<file path="config.mk">
export PLATFORM = sky130hd
export DESIGN_NAME = sgf_ram
export DESIGN_NICKNAME = d
export VERILOG_FILES = /design/src/rtl/sgf_ram.sv
export SDC_FILE = /design/constraint.sdc
export NUM_CORES = 1
export LEC_CHECK = 0
export ABC_CLOCK_PERIOD_IN_PS = 10300
export BUFFER_PORTS_ARGS = -buffer_cell sky130_fd_sc_hd__buf_2
export CAP_MARGIN = 15
export CORE_AREA = 10 10 222 224
export CTS_CLUSTER_SIZE = 12
export DETAILED_ROUTE_END_ITERATION = 7
export DIE_AREA = 0 0 232 234
export SETUP_SLACK_MARGIN = 0.1
export SLEW_MARGIN = 20
export SYNTH_ARGS = -nofsm -noshare
export SYNTH_HDL_FRONTEND = slang
export SYNTH_SLANG_ARGS = --single-unit
</file>
<file path="constraint.sdc">
create_clock -name clock -period 10.3 [get_ports clock]
set_input_delay 0.515 -clock clock [delete_from_list [all_inputs] [get_ports clock]]
set_output_delay 0.515 -clock clock [all_outputs]
set_load 0.05 [all_outputs]
</file>
<file path="src/rtl/sgf_ram.sv">
module sgf_ram #(
   parameter int Width = 32,
   parameter int Depth = 16
) (
   input  logic                     clock,
   input  logic                     wr_en,
   input  logic [$clog2(Depth)-1:0] wr_addr,
   input  logic [Width-1:0]         wr_data,
   input  logic [$clog2(Depth)-1:0] rd_addr,
   output logic [Width-1:0]         rd_data
);
   logic [Width-1:0] mem [Depth];

   always_ff @(posedge clock) begin
      if (wr_en) begin
         mem[wr_addr] <= wr_data;
      end
      rd_data <= mem[rd_addr];
   end
endmodule

</file>
==> results by group, run 1 <==
Outcome
  – Status: finished clean

CTS
  – Setup Fix Bufs, Post-CTS: 0
  – Hold_buf cts: 0
  – CTS clk-pin slew, worst paths: 0.06 ns
  – CTS tree: done
  – Number of gates resized after CTS: 0
  – H-tree depth: 2
  – Number of CTS-inserted buffers: 54
  – CTS sink cnt: 544
  – Root Buffer: clkbuf_16
  – Clk_lat worst skew: 0.59 ns
  – CTS Buffer Depth: 3

Layout
  – Design area: 22,650 sq um
  – Area grow syn2layout: 14.08%
  – N_diodes: 0
  – Area occupied by multi-input gates: 3751 sq um
  – Nets: 987
  – Fraction of layout cells with a size suffix above 1: 31.14%
  – Final-layout fill cell count: 3,581
  – Reg area: 16,020 sq um

Synthesis
  – Syn_nets: 880
  – Xor/xnor cell area share of the yosys netlist: 0%
  – Mapped Area: 19,850 sq um
  – Post-synth EDFFs: 512
  – Netlist cell types: 18
  – Synth area leaders: edfxtp_1 77%, mux4_2 15%, dfxtp_1 3.2%, a22oi_1 2.4%, nand2_1 0.62%
  – Share of the synthesized area in the top cell type: 77.44%
  – Post-synthesis compound-gate area fraction: 2.420%
  – Most common library cells after synthesis: 512 x edfxtp_1, 128 x mux4_2, 64 x a22oi_1
  – Post-synthesis mux area share: 14.52%
  – Main combinational cell family by area after synthesis: multiplexers
  – Most common cell in the netlist: edfxtp_1
  – Adder-Cell Fraction of Synth Area: 0%
  – Most used flip-flop cell after synthesis: edfxtp_1
  – Async SR Flop Fraction: 0%
  – Sequential area share after synthesis: 80.67%
  – Gate Count Post-Synth: 838
  – Synth Register Bits: 544
  – Synth Area per Inst: 23.69 sq um
  – Area leader, netlist: edfxtp_1
  – Synth warnings: 0
  – Post-Synth Simple-Gate Area: 1.273%

Worst setup path
  – Worst Path Buf+Inv: 2
  – Crit-path cells: buf_8 > buf_4 > mux4_2 > a22oi_1 > nand2_1
  – CP Class: in -> reg
  – Critical Path Max Stage Delay: 0.86 ns
  – Crit-path max FO: 83
  – Startpoint types: input port
  – Crit path DAT: 3.05 ns
  – Worst setup EP type: flop
  – Crit-path leading delay family: buffers and inverters
  – Crit-path slowest cell: buf_4
  – Req. time, crit path: 10.77 ns

Timing
  – Unrepaired setup endpoints after global routing: no
  – Worst Tran Pin Value: 0.9997 ns
  – Final setup fails: 0
  – Final Skew: 0.01586 ns
  – Final period utilization: 25.04%
  – Tmin final: 2.580 ns
  – Slew margin rel.: 33.35%
  – Fmax: 387.7 MHz
  – Max-slew violations: 0
  – Setup TNS: 0 ns
  – Final hold violations: 0

Placed design
  – IO Port Bufs: 73
  – Dpl hpwl: 19,480 um
  – GPL Wtd Cong: 0.7125
  – DP Area: 21,050 sq um

GRT
  – Vias in the first global route: 9,330
  – Total track usage: 15.84%
  – Total gr overflow: 0
  – Global-route wire length before repair: 62,660 um
  – Initial antenna violation count: 3
  – Largest net degree at the start of global routing: 84

Drt
  – WL final: 42,210 um
  – WL/cell: 26.62 um
  – Number of remaining DRC errors: 0
  – DR vias/cell: 5.642
  – DR pass1 iterations: 5
  – Vias after detailed routing: 8,948
  – ANT nets after route: 0
  – Detailed Route Iter0 Violations: 907

Pwr
  – Overall power: 4.538 mW
  – Pleak: 7.209 nW
  – Cell Pwr Density: 200.4 nW/um^2
  – Peak supply drop: 0.0001088 V

Floorplan
  – Die Area: 54,290 sq um
  – Initial Util: 44.23%
  – Die height: 234 um
  – Ports: 74
  – Die width: 232 um
  – # rows: 78
  – Core area: 44,890 sq um

Run
  – Max_cap viols: 0

Worst hold path
  – Hold/Removal Path Class: in -> reg
## cells in the final DEF, fill, tap and decap left out, drive strengths merged
cell type	count
a22oi	64
and2	1
buf	94
clkbuf	89
clkinv	7
dfxtp	32
edfxtp	512
inv	1
mux4	128
nand2	33
nand2b	2
nand3	1
nand3b	2
nor2	13
nor2b	2
nor3	4
or3b	1
## per-layer routing
layer,global-route usage (%),part of all wire [%],vias to the layer above
li1,-,-,3781
met1,22.69,44,4831
met2,24.56,48,264
met3,2.937,6.4,66
met4,4.533,1.9,6
met5,0,0.057,-
## power by group
group	leakage, nW	switching [mW]	total [mW]	internal, mW
registers	4.89	0.0160	2.49	2.48
clock network	0.771	0.769	1.79	1.02
logic	1.54	0.171	0.258	0.0868
total	7.21	0.956	4.54	3.58
## stage by stage
| step | util [%] | setup slack, ns | instances | hold WS [ns] |
|---|---|---|---|---|
| global placement | 46.90 | 6.939 | 1489 | 0.6452 |
| global route | 50.45 | 7.356 | 1586 | 0.2969 |
| floorplan | - | 6.605 | 838 | 0.6139 |
| detailed placement | 46.90 | 6.918 | 1489 | 0.6536 |
| CTS | 50.45 | 7.553 | 1586 | 0.2617 |
| finish | 50.45 | 7.720 | 1586 | 0.2925 |
## area by class of cell
| cell class | count | area share (%) |
|---|---|---|
| multi-input combinational | 251 | 16.56 |
| clock inverter | 8 | 0.1713 |
| sequential | 544 | 70.71 |
| clock buffer | 89 | 6.861 |
| timing repair buffer | 94 | 2.381 |
| tap | 600 | 3.315 |
## cells by family after synthesis
logic type | Yosys count
muxes | 128
and+or+nand+nor | 59
AOI/OAI and AO/OA | 64
buffers and inverters | 43
DFF | 544
## registers in the layout (all words and copies together) (netlist names)
name	cells
rd_data	32
mem	512
## worst paths after layout
| kind | endpoint | slack (ns) | startpoint | cells after the start |
|---|---|---|---|---|
| max | rd_data[12]$_DFF_P_ | 7.72 | rd_addr[0] | 5 |
| min | mem[6][10]$_DFFE_PP_ | 0.29 | wr_data[10] | 1 |
| max reg2reg | rd_data[0]$_DFF_P_ | 8.97 | mem[3][0]$_DFFE_PP_ | 3 |
| min reg2reg | rd_data[11]$_DFF_P_ | 0.66 | mem[14][11]$_DFFE_PP_ | 3 |
(Power assumes the default switching activity.)
==> run 2, diff against run 1 <==
--- a/config.mk
+++ b/config.mk
@@ -5,7 +5,7 @@
 export SDC_FILE = /design/constraint.sdc
 export NUM_CORES = 1
 export LEC_CHECK = 0
-export ABC_CLOCK_PERIOD_IN_PS = 10300
+export ABC_CLOCK_PERIOD_IN_PS = 2600
 export BUFFER_PORTS_ARGS = -buffer_cell sky130_fd_sc_hd__buf_2
 export CAP_MARGIN = 15
 export CORE_AREA = 10 10 222 224
==> constraint.sdc (replaced) <==
create_clock -name clock -period 2.6 [get_ports clock]
set_input_delay 0.13 -clock clock [delete_from_list [all_inputs] [get_ports clock]]
set_output_delay 0.13 -clock clock [all_outputs]
set_load 0.05 [all_outputs]
==> run 2 against run 1 <==
  * Setup slack worse by 6.5 ns
  * Clock power grew to 4.1 times the previous value
  * Sequential power grew to 4.0 times the previous value
  * Critical path type is now reg -> out
  * Critical endpoint is now rd_data[30]
  * Largest power group unchanged
==> results by group, run 2 (synthesis gave the netlist of run 1 again) <==
Floorplan
  – # rows: 78 (unchanged)
  – Ports: 74 (unchanged)
  – Die height: 234 um (unchanged)
  – Die width: 232 um (unchanged)
  – Initial Util: 44.23% (unchanged)
  – Core area: 44,890 sq um (unchanged)
  – Die Area: 54,290 sq um (unchanged)

Worst setup path
  – Reg-to-Reg Start: mem[11][2]$_DFFE_PP_
  – Crit-path cells: buf_2
  – Worst Reg-to-Reg Cells: 3 (unchanged)
  – Critical Path Max Stage Delay: 0.40 ns (-0.46 ns)
  – Req. time, crit path: 2.47 ns (-8.30 ns)
  – Worst Path Buf+Inv: 1 (-1)
  – Crit-path slowest cell: dfxtp_1
  – Crit-path leading delay family: flip-flops
  – Crit path launch: rd_data[30]$_DFF_P_
  – Reg2reg end: rd_data[2]$_DFF_P_
  – Crit-path max FO: 1 (-99%)
  – CP Class: reg -> out
  – Startpoint types: flop
  – Crit path DAT: 1.28 ns (-1.77 ns)
  – Reg2reg setup slack: 1.24 ns (-7.73 ns)
  – Worst setup EP type: output port

GRT
  – Largest net degree at the start of global routing: 43 (-49%)
  – Initial antenna violation count: 3 (unchanged)
  – GR met2 Demand/Resource: 24.59% (+0.027 points)
  – Met1 Use GR: 22.54% (-0.15 points)
  – Global-route wire length before repair: 63,420 um (+1.2%)
  – Total gr overflow: 0 (unchanged)
  – Vias in the first global route: 9,741 (+4.4%)
  – Total track usage: 15.86% (+0.028 points)
  – Busiest layer in global routing: met2
  – Grt met3 use: 3.203% (+0.27 points)

CTS
  – Clk_lat worst skew: 0.58 ns (about the same)
  – Number of CTS-inserted buffers: 55 (+1.9%)
  – CTS clk-pin slew, worst paths: 0.06 ns (about the same)
  – CTS tree: done
  – Root Buffer: clkbuf_16
  – CTS sink cnt: 544 (unchanged)
  – CTS Buffer Depth: 3 (unchanged)
  – Setup Fix Bufs, Post-CTS: 0 (unchanged)
  – H-tree depth: 2 (unchanged)

Drt
  – Vias after detailed routing: 9,153 (+2.3%)
  – Detailed Route Iter0 Violations: 907 (unchanged)
  – WL final: 41,870 um (-0.81%)
  – ANT nets after route: 0 (unchanged)
  – DR pass1 iterations: 5 (unchanged)
  – Number of remaining DRC errors: 0 (unchanged)
  – DR vias/cell: 5.591 (-0.90%)
  – WL/cell: 25.58 um (-3.9%)

Layout
  – Area grow syn2layout: 18.07%
  – Nets: 1,036 (+5.0%)
  – Design area: 23,440 sq um (+3.5%)
  – Non-Filler Instances: 1,637 (+3.2%)
  – Reg area: 16,020 sq um (unchanged)
  – Most common cell after layout, fill and taps aside: edfxtp_1
  – Fraction of layout cells with a size suffix above 1: 31.53% (+0.39 points)
  – Final-layout fill cell count: 3,526 (-1.5%)
  – Biggest register: mem
  – Layout Utilization: 52.22% (+1.8 points)
  – Most frequent cells in the layout: 512 x edfxtp_1, 128 x mux4_2, 71 x buf_2
  – Biggest regs: mem (512), rd_data (32)
  – Max reg flops: 512 (unchanged)
  – Area occupied by multi-input gates: 3775 sq um (+0.63%)

Timing
  – Fmax: 710.2 MHz
  – Final period utilization: 54.16%
  – Tmin final: 1.408 ns
  – Worst Tran Pin Value: 0.7436 ns (-0.2561 ns)
  – Final setup fails: 0 (unchanged)
  – Final Skew: 0.007770 ns (-0.008085 ns)
  – Max-slew violations: 0 (unchanged)
  – Unrepaired setup endpoints after global routing: no
  – Setup TNS: 0 ns (unchanged)
  – Slew margin rel.: 50.32% (+17 points)
  – Final hold violations: 0 (unchanged)

Placed design
  – DP Area: 21,460 sq um (+1.9%)
  – Placed instance count: 1,505 (+1.1%)
  – IO Port Bufs: 73 (unchanged)
  – GPL Wtd Cong: 0.7099 (-0.36%)
  – Dpl hpwl: 21,820 um (+12%)

Worst hold path
  – Hold_sp: rd_addr[2]
  – Cell depth of the worst min-delay path: 4 (+3)
  – Hold/Removal Path Class: in -> reg
  – Hold Path End: rd_data[30]$_DFF_P_

Pwr
  – Peak supply drop: 0.0004928 V (+350%)
  – Pleak: 7.537 nW (+4.6%)
  – Cell Pwr Density: 780.3 nW/um^2 (+290%)

Run
  – Max_cap viols: 0 (unchanged)

Outcome
  – Status: finished clean
[run 2: routing by layer]
layer  part of all wire (%)  up-vias
li1                       -     3896
met1                     44     4909
met2                     47      288
met3                    6.6       60
met4                    1.8        0
met5                      0        -
[run 2: metrics by stage]
stage / power [mW] / setup slack (ns) / hold WS (ns)
after floorplan: 10.71 / 0.1620 / 0.2289
after global placement: 11.13 / 0.7811 / 0.5093
after detailed placement: 11.15 / 0.7563 / 0.5177
after CTS: 18.49 / 1.164 / 0.1137
after global routing: 18.94 / 1.145 / 0.1547
final: 18.29 / 1.192 / 0.1429
[run 2: report_power, final]
part	internal (mW)	switching [mW]
Combinational	0.412	0.711
Sequential	9.80	0.0576
Clock	4.25	3.05
[run 2: timing repair]
item / CTS / global route
resized for setup: 0 / 0
hold buffers: 32 / 0
setup endpoints to repair: 0 / 0
endpoints found under the hold margin: 512 / 0
[run 2: worst max path at each step]
stage | to | depth (start not counted) | slack (ns)
detailed placement | mem[13][19]$_DFFE_PP_ | 4 | 0.76
global placement | mem[4][3]$_DFFE_PP_ | 4 | 0.78
global route | rd_data[30] | 1 | 1.15
finish | rd_data[30] | 1 | 1.19
CTS | rd_data[30] | 1 | 1.16
floorplan | mem[1][0]$_DFFE_PP_ | 2 | 0.16
[run 2: cell type report]
cell class                      instances  share of cell area, %
Clock buffer                           82                  6.570
Multi-Input combinational cell        251                  16.10
Timing Repair Buffer                  142                  5.279
Sequential cell                       544                  68.32
Clock inverter                         15                 0.4964
Antenna cell                            3                0.03202
Tap cell                              600                  3.202
==> run 3, diff against run 2 <==
--- a/config.mk
+++ b/config.mk
@@ -5,7 +5,7 @@
 export SDC_FILE = /design/constraint.sdc
 export NUM_CORES = 1
 export LEC_CHECK = 0
-export ABC_CLOCK_PERIOD_IN_PS = 2600
+export ABC_CLOCK_PERIOD_IN_PS = 1100
 export BUFFER_PORTS_ARGS = -buffer_cell sky130_fd_sc_hd__buf_2
 export CAP_MARGIN = 15
 export CORE_AREA = 10 10 222 224
==> constraint.sdc (replaced) <==
create_clock -name clock -period 1.1 [get_ports clock]
set_input_delay 0.055 -clock clock [delete_from_list [all_inputs] [get_ports clock]]
set_output_delay 0.055 -clock clock [all_outputs]
set_load 0.05 [all_outputs]
==> run 3 against run 2 <==
  * The run now ends with setup timing left
  * Critical path type is now reg -> reg
  * Critical path depth grew 2
  * Sequential share of layout area shrank 4.0 points
  * Combinational power grew to 3.0 times the previous value
  * Global-route usage up 0.63 points
  * Design area rose by 6.6%
  * Sequential power is 140% higher
  * Utilization up 3.4 points
  * Count of clock-buffer cells in the layout rose by 5
  * Clock power rose by 140%
  * First-iteration DRC count fell by 10%
  * Setup slack lost 1.4 ns
==> results by group, run 3 (synthesis gave the netlist of run 1 again) <==
Outcome
  – Status: complete, but fails checks
  – Failing checks: setup timing

Pwr
  – Peak supply drop: 0.001371 V (+180%)
  – Pleak: 8.116 nW (+7.7%)
  – Overall power: 43.94 mW (+140%)
  – Cell Pwr Density: 1758 nW/um^2 (+130%)

Timing
  – Slew margin rel.: 48.35% (-2.0 points)
  – Worst Tran Pin Value: 0.7732 ns (+0.02957 ns)
  – Final Skew: 0.02153 ns (+0.01376 ns)
  – Unrepaired setup endpoints after global routing: yes
  – Final hold violations: 0 (unchanged)
  – Setup TNS: -4.778 ns (-4.778 ns)
  – Max-slew violations: 0 (unchanged)
  – Final setup fails: 64 (+64)
  – Fmax: 773.6 MHz
  – Tmin final: 1.293 ns
  – WHS: 0.07923 ns (-0.06369 ns)
  – Final setup margin: -0.1927 ns (-1.385 ns)
  – Final period utilization: 117.5%

Floorplan
  – Ports: 74 (unchanged)
  – Initial Util: 44.23% (unchanged)
  – Core area: 44,890 sq um (unchanged)
  – Die height: 234 um (unchanged)
  – # rows: 78 (unchanged)
  – Die width: 232 um (unchanged)
  – Die Area: 54,290 sq um (unchanged)

Layout
  – Biggest register: mem
  – Most frequent cells in the layout: 512 x edfxtp_1, 128 x mux4_2, 62 x buf_4
  – Layout Utilization: 55.66% (+3.4 points)
  – Biggest regs: mem (512), rd_data (32)
  – Final-layout fill cell count: 3,387 (-3.9%)
  – Reg area: 16,070 sq um (+0.34%)
  – Nets: 1,108 (+6.9%)
  – Most common cell after layout, fill and taps aside: edfxtp_1
  – Fraction of layout cells with a size suffix above 1: 44.23% (+13 points)
  – Area grow syn2layout: 25.86%
  – Max reg flops: 512 (unchanged)
  – Area occupied by multi-input gates: 4095 sq um (+8.5%)

CTS
  – CTS tree: done
  – CTS sink cnt: 544 (unchanged)
  – Number of CTS-inserted buffers: 55 (unchanged)
  – Setup Fix Bufs, Post-CTS: 0 (unchanged)
  – H-tree depth: 2 (unchanged)
  – Root Buffer: clkbuf_16
  – CTS Buffer Depth: 3 (unchanged)
  – CTS clk-pin slew, worst paths: 0.06 ns (about the same)
  – Clk_lat worst skew: 0.60 ns (+0.02 ns)

GRT
  – Initial antenna violation count: 2 (-1)
  – Global-route wire length before repair: 65,990 um (+4.1%)
  – Total gr overflow: 0 (unchanged)
  – Vias in the first global route: 10.09k (+3.5%)
  – Largest net degree at the start of global routing: 33 (-23%)
  – Total track usage: 16.49% (+0.63 points)

Placed design
  – Dpl hpwl: 26,030 um (+19%)
  – IO Port Bufs: 73 (unchanged)
  – GPL Wtd Cong: 0.7342 (+3.4%)

Worst setup path
  – Reg2reg setup slack: -0.19 ns (-1.43 ns)
  – CP Class: reg -> reg
  – Crit-path slowest cell: mux4_2
  – Worst setup EP type: flop
  – Crit-path max FO: 1 (unchanged)
  – Crit-path cells: mux4_2 > a22oi_2 > nand2_1
  – Req. time, crit path: 1.58 ns (-0.89 ns)
  – Startpoint types: flop
  – Critical Path Max Stage Delay: 0.49 ns (+0.09 ns)
  – Crit path DAT: 1.77 ns (+0.49 ns)
  – Reg2reg end: rd_data[7]$_DFF_P_
  – Worst Reg-to-Reg Cells: 3 (unchanged)
  – Reg-to-Reg Start: mem[3][7]$_DFFE_PP_

Drt
  – Vias after detailed routing: 9,401 (+2.7%)
  – Detailed Route Iter0 Violations: 813 (-10%)
  – WL final: 43,890 um (+4.8%)
  – ANT nets after route: 0 (unchanged)
  – DR pass1 iterations: 5 (unchanged)
  – Number of remaining DRC errors: 0 (unchanged)
  – DR vias/cell: 5.494 (-1.7%)
  – WL/cell: 25.65 um (+0.29%)

Worst hold path
  – Cell depth of the worst min-delay path: 4 (unchanged)
  – Hold_sp: rd_addr[2]
  – Hold Path End: rd_data[2]$_DFF_P_
  – Hold/Removal Path Class: in -> reg

Run
  – Max_cap viols: 0 (unchanged)
==> run 3: cell types whose count changed in the layout (fill, tap and decap cells not counted), moves of 25 or more <==
cell,before,now
buf_4,17,62
a22oi_1,64,8
dfxtp_1,32,1
a22oi_2,0,56
buf_8,0,31
dfxtp_2,0,25
buf_2,71,39
buf_12,21,47
==> run 3: area by class of cell <==
class                           instances  share of cell area [%]
Multi-Input combinational cell        251                   16.39
Timing Repair Buffer                  214                   9.699
Tap cell                              600                   3.004
Clock inverter                         14                  0.5257
Sequential cell                       544                   64.31
Antenna cell                            1                 0.01001
Clock buffer                           87                   6.068
==> run 3: power by group <==
part | internal (mW) | switching (mW) | leakage, nW | total [mW]
sequential | 23.2 | 0.201 | 4.90 | 23.4
combinational | 1.54 | 1.82 | 2.43 | 3.36
clock | 9.69 | 7.49 | 0.788 | 17.2
total | 34.4 | 9.51 | 8.12 | 43.9
==> run 3: layer usage <==
metal	wire length [um]	track usage (%)	vias up
li1	-	-	4036
met1	19520	22.86	5077
met3	2128	3.348	62
met5	9	0	-
met2	21480	26.44	224
met4	755	4.268	2
==> run 3: how the worst max path moves through the flow <==
stage                               end  slack (ns)  cells after the start           startpoint
floorplan           mem[0][0]$_DFFE_PP_       -0.66                      2           wr_addr[2]
global placement    rd_data[26]$_DFF_P_       -0.41                      6           rd_addr[0]
detailed placement  rd_data[30]$_DFF_P_       -0.44                      6           rd_addr[0]
CTS                  rd_data[7]$_DFF_P_       -0.21                      3  mem[3][7]$_DFFE_PP_
global route         rd_data[7]$_DFF_P_       -0.24                      3  mem[3][7]$_DFFE_PP_
finish               rd_data[7]$_DFF_P_       -0.19                      3  mem[3][7]$_DFFE_PP_
==> run 3: what timing repair did <==
action                                  4_1_cts  5_1_grt
pin swaps                                    14        0
endpoints found under the hold margin       512        0
gates cloned                                  0        0
gates resized for setup                     174       17
hold buffers                                 32        0
endpoints found under the setup margin       64       64
==> run 3: worst max-delay path: cells and delay by family, from the launching register on <==
kind | cells | cell delay, ns
flip-flops | 1 | 0.38
AO/OA/AOI/OAI | 1 | 0.20
AND/OR/NAND/NOR | 1 | 0.10
multiplexers | 1 | 0.49
==> run 3: metrics by stage <==
| stage | setup WS [ns] | cells | instance area, sq um |
|---|---|---|---|
| after floorplan | -0.6642 | 838 | 20190 |
| after global placement | -0.4140 | 1577 | 22360 |
| after detailed placement | -0.4424 | 1577 | 22360 |
| after CTS | -0.2056 | 1710 | 24910 |
| after global routing | -0.2425 | 1710 | 24990 |
| final | -0.1927 | 1711 | 24990 |
