**src/rtl/sgf_pkg.sv**
```systemverilog
package sgf_pkg;

   localparam int MaxCols = 64;
   localparam int MaxRows = 64;
   localparam int Ghost = 3;
   localparam int PadCols = MaxCols + 2 * Ghost;
   localparam int PadRows = MaxRows + 2 * Ghost;
   localparam int Depth = PadCols * PadRows;
   localparam int AddrW = $clog2(Depth);

   localparam logic [1:0] KIND_WRITE = 2'd0;
   localparam logic [1:0] KIND_APPLY = 2'd1;
   localparam logic [1:0] KIND_READ = 2'd2;

   localparam logic [1:0] MODE_NONE = 2'd0;
   localparam logic [1:0] MODE_PERIODIC = 2'd1;
   localparam logic [1:0] MODE_MIRROR = 2'd2;
   localparam logic [1:0] MODE_FIXED = 2'd3;

   localparam logic [2:0] REG_GRID_KIND = 3'd0;
   localparam logic [2:0] REG_SIDE_MODES = 3'd1;
   localparam logic [2:0] REG_COLS = 3'd2;
   localparam logic [2:0] REG_ROWS = 3'd3;

   typedef struct packed {
      logic [1:0] kind;
      logic [6:0] col;
      logic [6:0] row;
      logic signed [31:0] cell_value;
   } req_type;

   typedef struct packed {
      logic signed [31:0] read_value;
      logic position_error;
   } rsp_type;

   // one step of a fill: copy, fixed value, or 2c minus source
   typedef struct packed {
      logic valid;
      logic [7:0] di;
      logic [7:0] dj;
      logic [7:0] si;
      logic [7:0] sj;
      logic [1:0] op;
      logic signed [31:0] c;
   } step_type;

   localparam logic [1:0] OP_COPY = 2'd0;
   localparam logic [1:0] OP_PUT = 2'd1;
   localparam logic [1:0] OP_ANTI = 2'd2;

   function automatic logic [AddrW-1:0] cell_addr(input logic [7:0] i, input logic [7:0] j);
      logic [AddrW+8:0] a;
      a = (AddrW+9)'(i) * (AddrW+9)'(PadRows) + (AddrW+9)'(j);
      return a[AddrW-1:0];
   endfunction

   function automatic logic inside_pad(input logic [7:0] i, input logic [7:0] j);
      return (i < 8'(PadCols)) && (j < 8'(PadRows));
   endfunction

endpackage

```
**src/rtl/sgf_walker.sv**
```systemverilog
module sgf_walker (
   input  logic                clock,
   input  logic                reset,
   input  logic                start,
   input  logic                advance,
   input  logic [1:0]          grid_kind,
   input  logic [7:0]          side_modes,
   input  logic [7:0]          nx,
   input  logic [7:0]          ny,
   input  logic signed [31:0]  side_value [4],
   output sgf_pkg::step_type   step,
   output logic                done
);
   typedef enum logic [1:0] {
      IDLE,
      RUN
   } state_type;

   state_type state_ff, state_in;
   logic [1:0] side_ff, side_in;
   logic phase_ff, phase_in;
   logic [7:0] i_ff, i_in, j_ff, j_in;

   logic [1:0] m;
   logic signed [31:0] c;
   logic [7:0] g;
   logic [7:0] ilo, ihi, jlo, jhi;
   logic skip;
   logic last_step;
   logic [7:0] inner, outer, inner_hi, outer_hi, inner_lo, outer_lo;

   assign g = 8'(sgf_pkg::Ghost);
   assign m = side_modes[2*side_ff +: 2];
   assign c = side_value[side_ff];

   // loop bounds of the current phase: i over [ilo,ihi), j over [jlo,jhi)
   always_comb begin
      ilo = '0; ihi = '0; jlo = '0; jhi = '0;
      skip = (m == sgf_pkg::MODE_NONE) || (grid_kind == 2'd3);
      if (!side_ff[1]) begin
         if (grid_kind == 2'd0) begin
            if (m == sgf_pkg::MODE_PERIODIC) begin
               skip = skip || phase_ff;
               ilo = side_ff[0] ? 8'd0 : 8'd0;
               ihi = side_ff[0] ? g : g + 8'd1;
               jlo = g; jhi = ny + g;
            end else if (!phase_ff) begin
               ilo = 8'd0; ihi = 8'd1;
               jlo = 8'd0; jhi = ny + 8'd2 * g;
            end else begin
               ilo = side_ff[0] ? 8'd1 : 8'd0; ihi = g;
               jlo = (m == sgf_pkg::MODE_MIRROR) ? g : 8'd0;
               jhi = (m == sgf_pkg::MODE_MIRROR) ? ny + g + 8'd1 : ny + 8'd2 * g;
            end
         end else begin
            skip = skip || phase_ff;
            ilo = 8'd0; ihi = g;
            jlo = (grid_kind == 2'd1) ? g + 8'd1 : g; jhi = ny + g;
         end
      end else begin
         if (grid_kind == 2'd1) begin
            if (m == sgf_pkg::MODE_PERIODIC) begin
               skip = skip || phase_ff;
               ilo = g; ihi = nx + g;
               jlo = 8'd0; jhi = side_ff[0] ? g : g + 8'd1;
            end else if (!phase_ff) begin
               ilo = 8'd0; ihi = nx + 8'd2 * g;
               jlo = 8'd0; jhi = 8'd1;
            end else begin
               ilo = 8'd0; ihi = nx + 8'd2 * g;
               jlo = side_ff[0] ? 8'd1 : 8'd0; jhi = g;
            end
         end else begin
            skip = skip || phase_ff;
            ilo = (grid_kind == 2'd0 && m != sgf_pkg::MODE_FIXED) ? g + 8'd1 : g;
            ihi = nx + g;
            jlo = 8'd0; jhi = g;
         end
      end
      if (ilo >= ihi || jlo >= jhi) begin
         skip = 1'b1;
      end
   end

   // west/east loops run i outer, j inner; south/north too
   always_comb begin
      outer = i_ff; inner = j_ff;
      outer_lo = ilo; outer_hi = ihi; inner_lo = jlo; inner_hi = jhi;
   end

   assign last_step = (inner + 8'd1 >= inner_hi) && (outer + 8'd1 >= outer_hi);

   // the step for indices i_ff, j_ff
   always_comb begin
      step = '0;
      step.valid = (state_ff == RUN) && !skip && (i_ff >= ilo) && (j_ff >= jlo);
      step.c = c;
      step.op = (m == sgf_pkg::MODE_FIXED) ? sgf_pkg::OP_ANTI : sgf_pkg::OP_COPY;
      if (!side_ff[1]) begin
         step.dj = j_ff; step.sj = j_ff;
         if (grid_kind == 2'd0) begin
            if (m == sgf_pkg::MODE_PERIODIC) begin
               step.op = sgf_pkg::OP_COPY;
               step.di = side_ff[0] ? nx + g + i_ff : i_ff;
               step.si = side_ff[0] ? g + i_ff : nx - 8'd1 + i_ff;
            end else if (!phase_ff) begin
               step.di = side_ff[0] ? nx + g : g;
               step.si = side_ff[0] ? nx + g - 8'd1 : g + 8'd1;
               step.op = (m == sgf_pkg::MODE_MIRROR) ? sgf_pkg::OP_COPY : sgf_pkg::OP_PUT;
            end else begin
               step.di = side_ff[0] ? nx + 8'd2 * g - i_ff : i_ff;
               step.si = side_ff[0] ? nx + i_ff : 8'd2 * g - i_ff;
            end
         end else begin
            if (m == sgf_pkg::MODE_PERIODIC) begin
               step.op = sgf_pkg::OP_COPY;
               step.di = side_ff[0] ? nx + g + i_ff : i_ff;
               step.si = side_ff[0] ? g + i_ff : nx + i_ff;
            end else begin
               step.di = side_ff[0] ? nx + 8'd2 * g - i_ff - 8'd1 : i_ff;
               step.si = side_ff[0] ? nx + i_ff : 8'd2 * g - i_ff - 8'd1;
            end
         end
      end else begin
         step.di = i_ff; step.si = i_ff;
         if (grid_kind == 2'd1) begin
            if (m == sgf_pkg::MODE_PERIODIC) begin
               step.op = sgf_pkg::OP_COPY;
               step.dj = side_ff[0] ? ny + j_ff + g : j_ff;
               step.sj = side_ff[0] ? j_ff + g : ny - 8'd1 + j_ff;
            end else if (!phase_ff) begin
               step.dj = side_ff[0] ? ny + g : g;
               step.sj = side_ff[0] ? ny + g - 8'd1 : g + 8'd1;
               step.op = (m == sgf_pkg::MODE_MIRROR) ? sgf_pkg::OP_COPY : sgf_pkg::OP_PUT;
            end else begin
               step.dj = side_ff[0] ? ny + 8'd2 * g - j_ff : j_ff;
               step.sj = side_ff[0] ? ny + j_ff : 8'd2 * g - j_ff;
            end
         end else begin
            if (m == sgf_pkg::MODE_PERIODIC) begin
               step.op = sgf_pkg::OP_COPY;
               step.dj = side_ff[0] ? ny + j_ff + g : j_ff;
               step.sj = side_ff[0] ? j_ff + g : ny + j_ff;
            end else begin
               step.dj = side_ff[0] ? ny + 8'd2 * g - j_ff - 8'd1 : j_ff;
               step.sj = side_ff[0] ? ny + j_ff : 8'd2 * g - j_ff - 8'd1;
            end
         end
      end
   end

   always_comb begin
      state_in = state_ff;
      side_in = side_ff;
      phase_in = phase_ff;
      i_in = i_ff;
      j_in = j_ff;
      done = 1'b0;
      unique case (state_ff)
         IDLE: begin
            if (start) begin
               state_in = RUN;
               side_in = 2'd0;
               phase_in = 1'b0;
               i_in = 8'd0;
               j_in = 8'd0;
            end
         end
         RUN: begin
            if (advance) begin
               if (skip || last_step) begin
                  if (!phase_ff) begin
                     phase_in = 1'b1;
                  end else begin
                     phase_in = 1'b0;
                     side_in = side_ff + 2'd1;
                     if (side_ff == 2'd3) begin
                        state_in = IDLE;
                        done = 1'b1;
                     end
                  end
                  i_in = 8'hff;
                  j_in = 8'hff;
               end else if (inner + 8'd1 >= inner_hi) begin
                  i_in = outer + 8'd1;
                  j_in = inner_lo;
               end else begin
                  i_in = (outer < outer_lo) ? outer_lo : outer;
                  j_in = inner + 8'd1;
               end
               // a fresh phase starts at index zero
               if (i_in == 8'hff) begin
                  i_in = 8'd0;
                  j_in = 8'd0;
               end
            end
         end
         default: begin
            state_in = IDLE;
         end
      endcase
   end

   // fresh phase indices are raised to the lower bounds before use
   always_ff @(posedge clock) begin
      if (reset) begin
         state_ff <= IDLE;
         side_ff <= '0;
         phase_ff <= 1'b0;
         i_ff <= '0;
         j_ff <= '0;
      end else begin
         state_ff <= state_in;
         side_ff <= side_in;
         phase_ff <= phase_in;
         if (state_ff == RUN && advance && !(skip || last_step) && i_ff < ilo) begin
            i_ff <= ilo;
            j_ff <= jlo;
         end else if (state_ff == RUN && advance && !(skip || last_step)
                      && j_ff < jlo) begin
            i_ff <= i_ff;
            j_ff <= jlo;
         end else begin
            i_ff <= i_in;
            j_ff <= j_in;
         end
      end
   end
endmodule

```
**config.mk**
```make
export PLATFORM = sky130hd
export DESIGN_NAME = sgf_walker
export DESIGN_NICKNAME = d
export VERILOG_FILES = /design/src/rtl/sgf_pkg.sv /design/src/rtl/sgf_walker.sv
export SDC_FILE = /design/constraint.sdc
export NUM_CORES = 1
export LEC_CHECK = 0
export ABC_AREA = 1
export ABC_CLOCK_PERIOD_IN_PS = 5400
export BUFFER_PORTS_ARGS = -buffer_cell sky130_fd_sc_hd__buf_2
export CAP_MARGIN = 20
export CORE_MARGIN = 8
export CORE_UTILIZATION = 57
export CTS_CLUSTER_DIAMETER = 40
export CTS_CLUSTER_SIZE = 10
export DETAILED_ROUTE_END_ITERATION = 7
export PLACE_DENSITY = 0.84
export SYNTH_ARGS = -nofsm -noshare
export SYNTH_HDL_FRONTEND = slang
export SYNTH_SLANG_ARGS = --single-unit
export TNS_END_PERCENT = 50
```
**constraint.sdc**
```tcl
create_clock -name clock -period 5.4 [get_ports clock]
set_clock_uncertainty 0.1 [all_clocks]
set_input_delay 0 -clock clock [delete_from_list [all_inputs] [get_ports clock]]
set_output_delay 0 -clock clock [all_outputs]
set_load 0.05 [all_outputs]
```
==> results_dict.tcl, run 1 <==
set metrics [dict create \
    maxCapViolCount 0 \
    yosysUniqueCellTypes 59 \
    synth-edff-count 0 \
    combPwrFrac 0.828 \
    p_sw_w 0.00150 \
    maxSlewViolCount 0 \
    cts_tree "done" \
    synth_flop_cell "dfxtp_1" \
    cts.path.max_buffers 2 \
    postCtsSetupBuffers 0 \
    status "finished, final reports clean" \
    avgViaCountPerCell 6.10 \
    synth_area_per_cell_sq_um 5.67 \
    cp.arrival_ns 4.81 \
    register_area_sq_um 405 \
    ir_worst_vdd_uv 173 \
    cp-startpoint "side_ff[1]" \
    p_int_w 0.000864 \
    most-common-layout-cells "321 x nand2_1, 224 x buf_2, 219 x nor2_1" \
    async_flop_share 0 \
    powerDensity_nw_per_um2 220 \
    drt_iter0_drc 1602 \
    finalHoldViolCount 0 \
    synth_top_cell_by_area "ha_1" \
    ios 226 \
    core_sq_um 16300 \
    start_util 0.574 \
    synth.area.top_cells "ha_1 15%, nand2_1 13%, o21ai_0 9.8%, nor2_1 8.8%, inv_1 8.6%" \
    report.final.setup_viol 0 \
    rsz0062_at_grt "false" \
    worstSetupPathType "flip-flop to primary output" \
    yosys_register_bits 20 \
    cts_buffers 3 \
    drive_above_1_share 0.166 \
    pwr-share-clk 0.075 \
    antenna_found_initial 3 \
    antenna_left 0 \
    wirelength_um 40100 \
    synth_nets 1932 \
    finalSetupTns_ns 0 \
    cp.required_ns 5.30 \
    reg2reg_setup_slack_ns 0.59 \
    die_area_sq_um 20800 \
    dieHeight_um 144 \
    grt_pass1_wl_um 61800 \
    grt.overflow.total 0 \
    yosysTopAreaCellShare 0.149 \
    fin_crit_ns 4.91 \
    grt_max_degree 73 \
    place_area_sq_um 10600 \
    fin_crit_sh 0.909 \
    slew_headroom 0.459 \
    cp_max_fo 29 \
    whs_ns 0.197 \
    cp-end-kind "primary output" \
    p_total_w 0.00236 \
    clk_pin_slew_worst_paths_ns 0.06 \
    p_seq_frac 0.097 \
    die_x_um 144 \
    ys_warn_count 0 \
    syn_inst 1655 \
    numClockSinks 20 \
    grt_pass1_vias 11900 \
    htree_levels 1 \
    worstRegToRegCells 25 \
    hpwl_um 32100 \
    mostFrequentLayoutCell "nand2_1" \
    max_freq_ghz 0.204 \
    reg2reg_to "i_ff[3]" \
    numPortBuffers 225 \
    avgRoutedWirePerCell_um 19.6 \
    p_leak_nw 5.68 \
    drcViolationCount 0 \
    firstDrtPassIters 8 \
    worstSkewPairLatency_ns 0.26 \
    nNetsFinal 2108 \
    synth-seq-area-share 0.0426 \
    worstMarginPinSlew_ns 0.803 \
    place_congestion 1.02 \
    fin_area_sq_um 10700 \
    synth_area_sq_um 9390 \
    critPathCapture "step[66]" \
    hp-class "input port to flip-flop" \
    grt_usage 0.374 \
    fill_cells 1604 \
    area_delta_synth_final_pct 14.1 \
    multi_input_area_sq_um 7780 \
    via_count 12500 \
    switching_share 0.634 \
    reg2reg_from "side_ff[1]" \
    startpoint_type "flip-flop" \
    root_buffer "clkbuf_16" \
    cts_resized 0 \
    row_count 47 \
]
## flip-flops by register name, indices dropped and copies added, names as in the netlist
register	cells
i_ff	8
inner	8
side_ff	2
phase_ff	1
state_ff	1
## worst max-delay path, cell delays in order, from the launching register on
cell and delay, ns:
dfxtp_2 0.61, inv_2 0.29, nand2_1 0.15, nand2_2 0.09, nand2_4 0.22, buf_4 0.37, nand2_2 0.25, inv_1 0.26
nor2_1 0.06, o21ai_0 0.31, ha_1 0.30, a21boi_0 0.12, o21ai_0 0.14, nand2_1 0.07, nand2_1 0.06, inv_1 0.04
nand2_1 0.09, nand2_1 0.10, o21bai_4 0.21, a2111oi_0 0.44, buf_4 0.23, buf_12 0.13
## power groups by stage
| stage | combinational, W | clock, W | sequential, W |
|---|---|---|---|
| floorplan | 0.00144 | 0 | 0.000182 |
| global placement | 0.00188 | 0 | 0.000226 |
| detailed placement | 0.00190 | 0 | 0.000227 |
| CTS | 0.00191 | 0.000175 | 0.000224 |
| global route | 0.00212 | 0.000185 | 0.000229 |
| finish | 0.00196 | 0.000178 | 0.000228 |
## cell type report
| type | instances | share of cell area |
|---|---|---|
| multi-input cells | 1330 | 0.727 |
| repair buffers | 243 | 0.120 |
| inverters | 233 | 0.0816 |
| flip-flops and latches | 20 | 0.0378 |
| well taps | 220 | 0.0257 |
| clock buffers | 4 | 0.00829 |
| diodes | 2 | 0.000467 |
## repair_timing
action,in CTS,in global routing
hold buffers,2,0
setup endpoints to repair,0,0
endpoints found under the hold margin,8,0
## how the worst min path moves through the flow
stage,to,cells after the start,slack (ns),start
floorplan,state_ff[0],2,0.07,start
global placement,inner[6],2,0.21,reset
detailed placement,inner[7],2,0.22,reset
CTS,inner[5],6,0.18,advance
global route,inner[4],6,0.25,advance
finish,inner[5],6,0.20,advance
## stage by stage
| step | setup slack (ns) | utilization | instances |
|---|---|---|---|
| 2_1_floorplan | 0.297 | - | 1655 |
| 3_3_place_gp | 0.958 | 0.648 | 2044 |
| 3_5_place_dp | 0.812 | 0.648 | 2044 |
| 4_1_cts | 0.617 | 0.655 | 2050 |
| 5_1_grt | 0.126 | 0.655 | 2051 |
| 6_report | 0.491 | 0.655 | 2052 |
## cell families (layout without fill, tap and decap cells)
kind of cell | Yosys count | after routing | share of synthesized area
compound gates | 436 | 436 | 0.272
simple gates | 687 | 687 | 0.310
fa+ha+maj | 119 | 119 | 0.164
xor+xnor | 86 | 86 | 0.0802
flops | 20 | 20 | 0.0426
other cells | 0 | 2 | 0
buf+inv | 305 | 480 | 0.128
mux | 2 | 2 | 0.00213
## cells in the mapped netlist (all sizes together), types with 3 or more instances
| cell type | count |
|---|---|
| nand2 | 334 |
| inv | 228 |
| nor2 | 224 |
| o21ai | 189 |
| ha | 112 |
| a21oi | 107 |
| nand3 | 90 |
| xor2 | 70 |
| clkbuf | 57 |
| o22ai | 47 |
| dfxtp | 20 |
| xnor2 | 16 |
| buf | 15 |
| nand4 | 15 |
| nor3 | 15 |
| o211ai | 15 |
| a31oi | 12 |
| fa | 7 |
| o2111ai | 7 |
| o21bai | 7 |
| a211oi | 6 |
| a22oi | 6 |
| o31ai | 6 |
| a21o | 5 |
| clkinv | 5 |
| o221ai | 5 |
| o311ai | 5 |
| nand3b | 3 |
| nor4 | 3 |
| o21a | 3 |
## layer usage
metal / track usage / vias to the layer above / routed length (um)
li1: - / 5872 / -
met1: 0.474 / 5625 / 15400
met2: 0.584 / 879 / 17600
met3: 0.0934 / 135 / 5410
met4: 0.173 / 2 / 1700
met5: 0 / - / 12
Power figures use the tool's default switching activity.
==> run 2, diff against run 1 <==
--- a/config.mk
+++ b/config.mk
@@ -9,12 +9,14 @@
 export ABC_CLOCK_PERIOD_IN_PS = 5400
 export BUFFER_PORTS_ARGS = -buffer_cell sky130_fd_sc_hd__buf_2
 export CAP_MARGIN = 20
+export CELL_PAD_IN_SITES_DETAIL_PLACEMENT = 0
+export CELL_PAD_IN_SITES_GLOBAL_PLACEMENT = 1
 export CORE_MARGIN = 8
-export CORE_UTILIZATION = 57
+export CORE_UTILIZATION = 38
 export CTS_CLUSTER_DIAMETER = 40
 export CTS_CLUSTER_SIZE = 10
 export DETAILED_ROUTE_END_ITERATION = 7
-export PLACE_DENSITY = 0.84
+export PLACE_DENSITY_LB_ADDON = 0.1
 export SYNTH_ARGS = -nofsm -noshare
 export SYNTH_HDL_FRONTEND = slang
 export SYNTH_SLANG_ARGS = --single-unit
==> run 2 against run 1 <==
Compared with the run above: wire length up 7.6%; first-iteration DRC count decreased by 35%; cell count up 5.5%; via count is 3.8% lower; critical path type unchanged; cell area grew 1.8%; count of clock-buffer cells in the layout unchanged; global-route usage down 10 points; power is 1.2% higher; combinational power up 3%; sequential cell count unchanged.
==> results_dict.tcl, run 2 (synthesis results as in run 1) <==
set metrics [dict create \
    hpwl_um 34900 \
    register_area_sq_um 405 \
    maxCapViolCount 0 \
    antenna_left 0 \
    hp-class "input port to flip-flop" \
    nNetsFinal 2118 \
    cp-end-kind "primary output" \
    powerDensity_nw_per_um2 219 \
    fin_crit_sh 0.846 \
    htree_levels 1 \
    fin_area_sq_um 10900 \
    rsz0062_at_grt "false" \
    crit_chain "inv_1 -> ha_1 -> inv_1 -> ha_1 -> inv_1 -> fa_1 -> o31ai_1 -> inv_1 -> nor2_1 -> o21a_1 -> nor2_1 -> xnor2_1 -> o21ai_0 -> o21ai_0 -> o21ai_0 -> nand2_1 -> nand2_1 -> buf_2" \
    reg2reg_from "side_ff[0]" \
    max_freq_ghz 0.219 \
    pwr-share-clk 0.069 \
    dieHeight_um 173 \
    fin_util 0.449 \
    crit_top_cell "inv_1" \
    critPathCapture "step[49]" \
    core_sq_um 24300 \
    numClockSinks 20 \
    drt-met1-wl_um 18800 \
    avgRoutedWirePerCell_um 20.0 \
    row_count 57 \
    grt.overflow.total 0 \
    ios 226 \
    numPortBuffers 225 \
    cp.required_ns 5.30 \
    fin_crit_ns 4.57 \
    status "finished, final reports clean" \
    fin_ws_ns 0.830 \
    antenna_found_initial 6 \
    finalSetupTns_ns 0 \
    drt_iter0_drc 1043 \
    worstSetupPathType "flip-flop to primary output" \
    wirelength_um 43200 \
    p_sw_w 0.00153 \
    start_util 0.386 \
    place_area_sq_um 10800 \
    grt_pass1_vias 11700 \
    routed-wl-met3_um 4060 \
    cp.arrival_ns 4.47 \
    cts_tree "done" \
    most-common-layout-cells "321 x nand2_1, 224 x buf_2, 219 x nor2_1" \
    cp-startpoint "i_ff[1]" \
    startpoint_type "flip-flop" \
    die_x_um 173 \
    die_area_sq_um 30000 \
    multi_input_area_sq_um 7780 \
    place_congestion 1.01 \
    p_leak_nw 5.72 \
    root_buffer "clkbuf_16" \
    combPwrFrac 0.844 \
    switching_share 0.639 \
    avgViaCountPerCell 5.56 \
    p_total_w 0.00239 \
    grt_usage 0.275 \
    mostFrequentLayoutCell "nand2_1" \
    clk_pin_slew_worst_paths_ns 0.06 \
    cp_max_fo 11 \
    p_seq_frac 0.088 \
    area_delta_synth_final_pct 16.2 \
    met2_length_um 18900 \
    ir_worst_vdd_uv 181 \
    grt_max_degree 86 \
    maxSlewViolCount 0 \
    finalHoldViolCount 0 \
    worstMarginPinSlew_ns 1.07 \
    p_int_w 0.000863 \
    post-place-ws_ns 0.979 \
    via_count 12000 \
    worstSkewPairLatency_ns 0.26 \
    reg2reg_to "i_ff[4]" \
    worstRegToRegCells 28 \
    slew_headroom 0.277 \
    cts.path.max_buffers 2 \
    cpPeakStageDelay_ns 0.74 \
    grt_pass1_wl_um 66300 \
    cts_buffers 3 \
    slowest_stage "dfxtp_1" \
    postCtsSetupBuffers 0 \
    firstDrtPassIters 5 \
    fill_cells 2745 \
    reg2reg_setup_slack_ns 0.89 \
    report.final.setup_viol 0 \
    drcViolationCount 0 \
    holdPathStages 6 \
    drive_above_1_share 0.170 \
    highest_layer "met5" \
]
-- run 2: changes by cell type in the layout (fill, tap and decap cells not counted) --
cell / delta
buf_4: +10
clkbuf_1: +1
clkbuf_8: -1
diode_2: -1
-- run 2: power groups by stage --
stage	registers [W]	clock network, W	logic, W
final	0.000210	0.000164	0.00202
after global routing	0.000211	0.000169	0.00220
after CTS	0.000208	0.000167	0.00200
after floorplan	0.000182	0	0.00144
after detailed placement	0.000212	0	0.00198
after global placement	0.000212	0	0.00199
-- run 2: what timing repair did --
action,4_1_cts,5_1_grt
hold buffers,2,0
gates resized for setup,0,0
endpoints found under the hold margin,8,0
-- run 2: worst max-delay path: cells and delay by family, from the launching register on --
kind	cells	cell delay [ns]
buf+inv	5	0.55
fa+ha+maj	3	0.95
xor+xnor	1	0.28
compound gates	5	1.31
simple gates	4	0.39
flops	1	0.74
-- run 2: cell type report --
class	instances	area share
Sequential cell	20	0.0372
Antenna cell	1	0.000229
Clock buffer	4	0.00723
Timing Repair Buffer	253	0.124
Tap cell	324	0.0372
Inverter	233	0.0802
Multi-Input combinational cell	1330	0.714
-- run 2: how the worst min path moves through the flow --
stage	end	slack (ns)	startpoint
3_3_place_gp	inner[6]	0.22	reset
5_1_grt	inner[3]	0.30	advance
3_5_place_dp	inner[6]	0.21	reset
4_1_cts	inner[5]	0.20	advance
2_1_floorplan	state_ff[0]	0.07	start
6_report	inner[4]	0.22	advance
-- run 2: metal layers --
metal / vias to the layer above / global-route usage
met2: 538 / 0.443
li1: 5897 / -
met1: 5504 / 0.351
met4: 10 / 0.0891
met5: - / 0
met3: 86 / 0.0712
-- run 2: stage by stage --
step	hold WS, ns	instances
after global placement	0.218	2158
final	0.225	2165
after floorplan	0.0674	1655
after global routing	0.297	2165
after CTS	0.202	2164
after detailed placement	0.214	2158
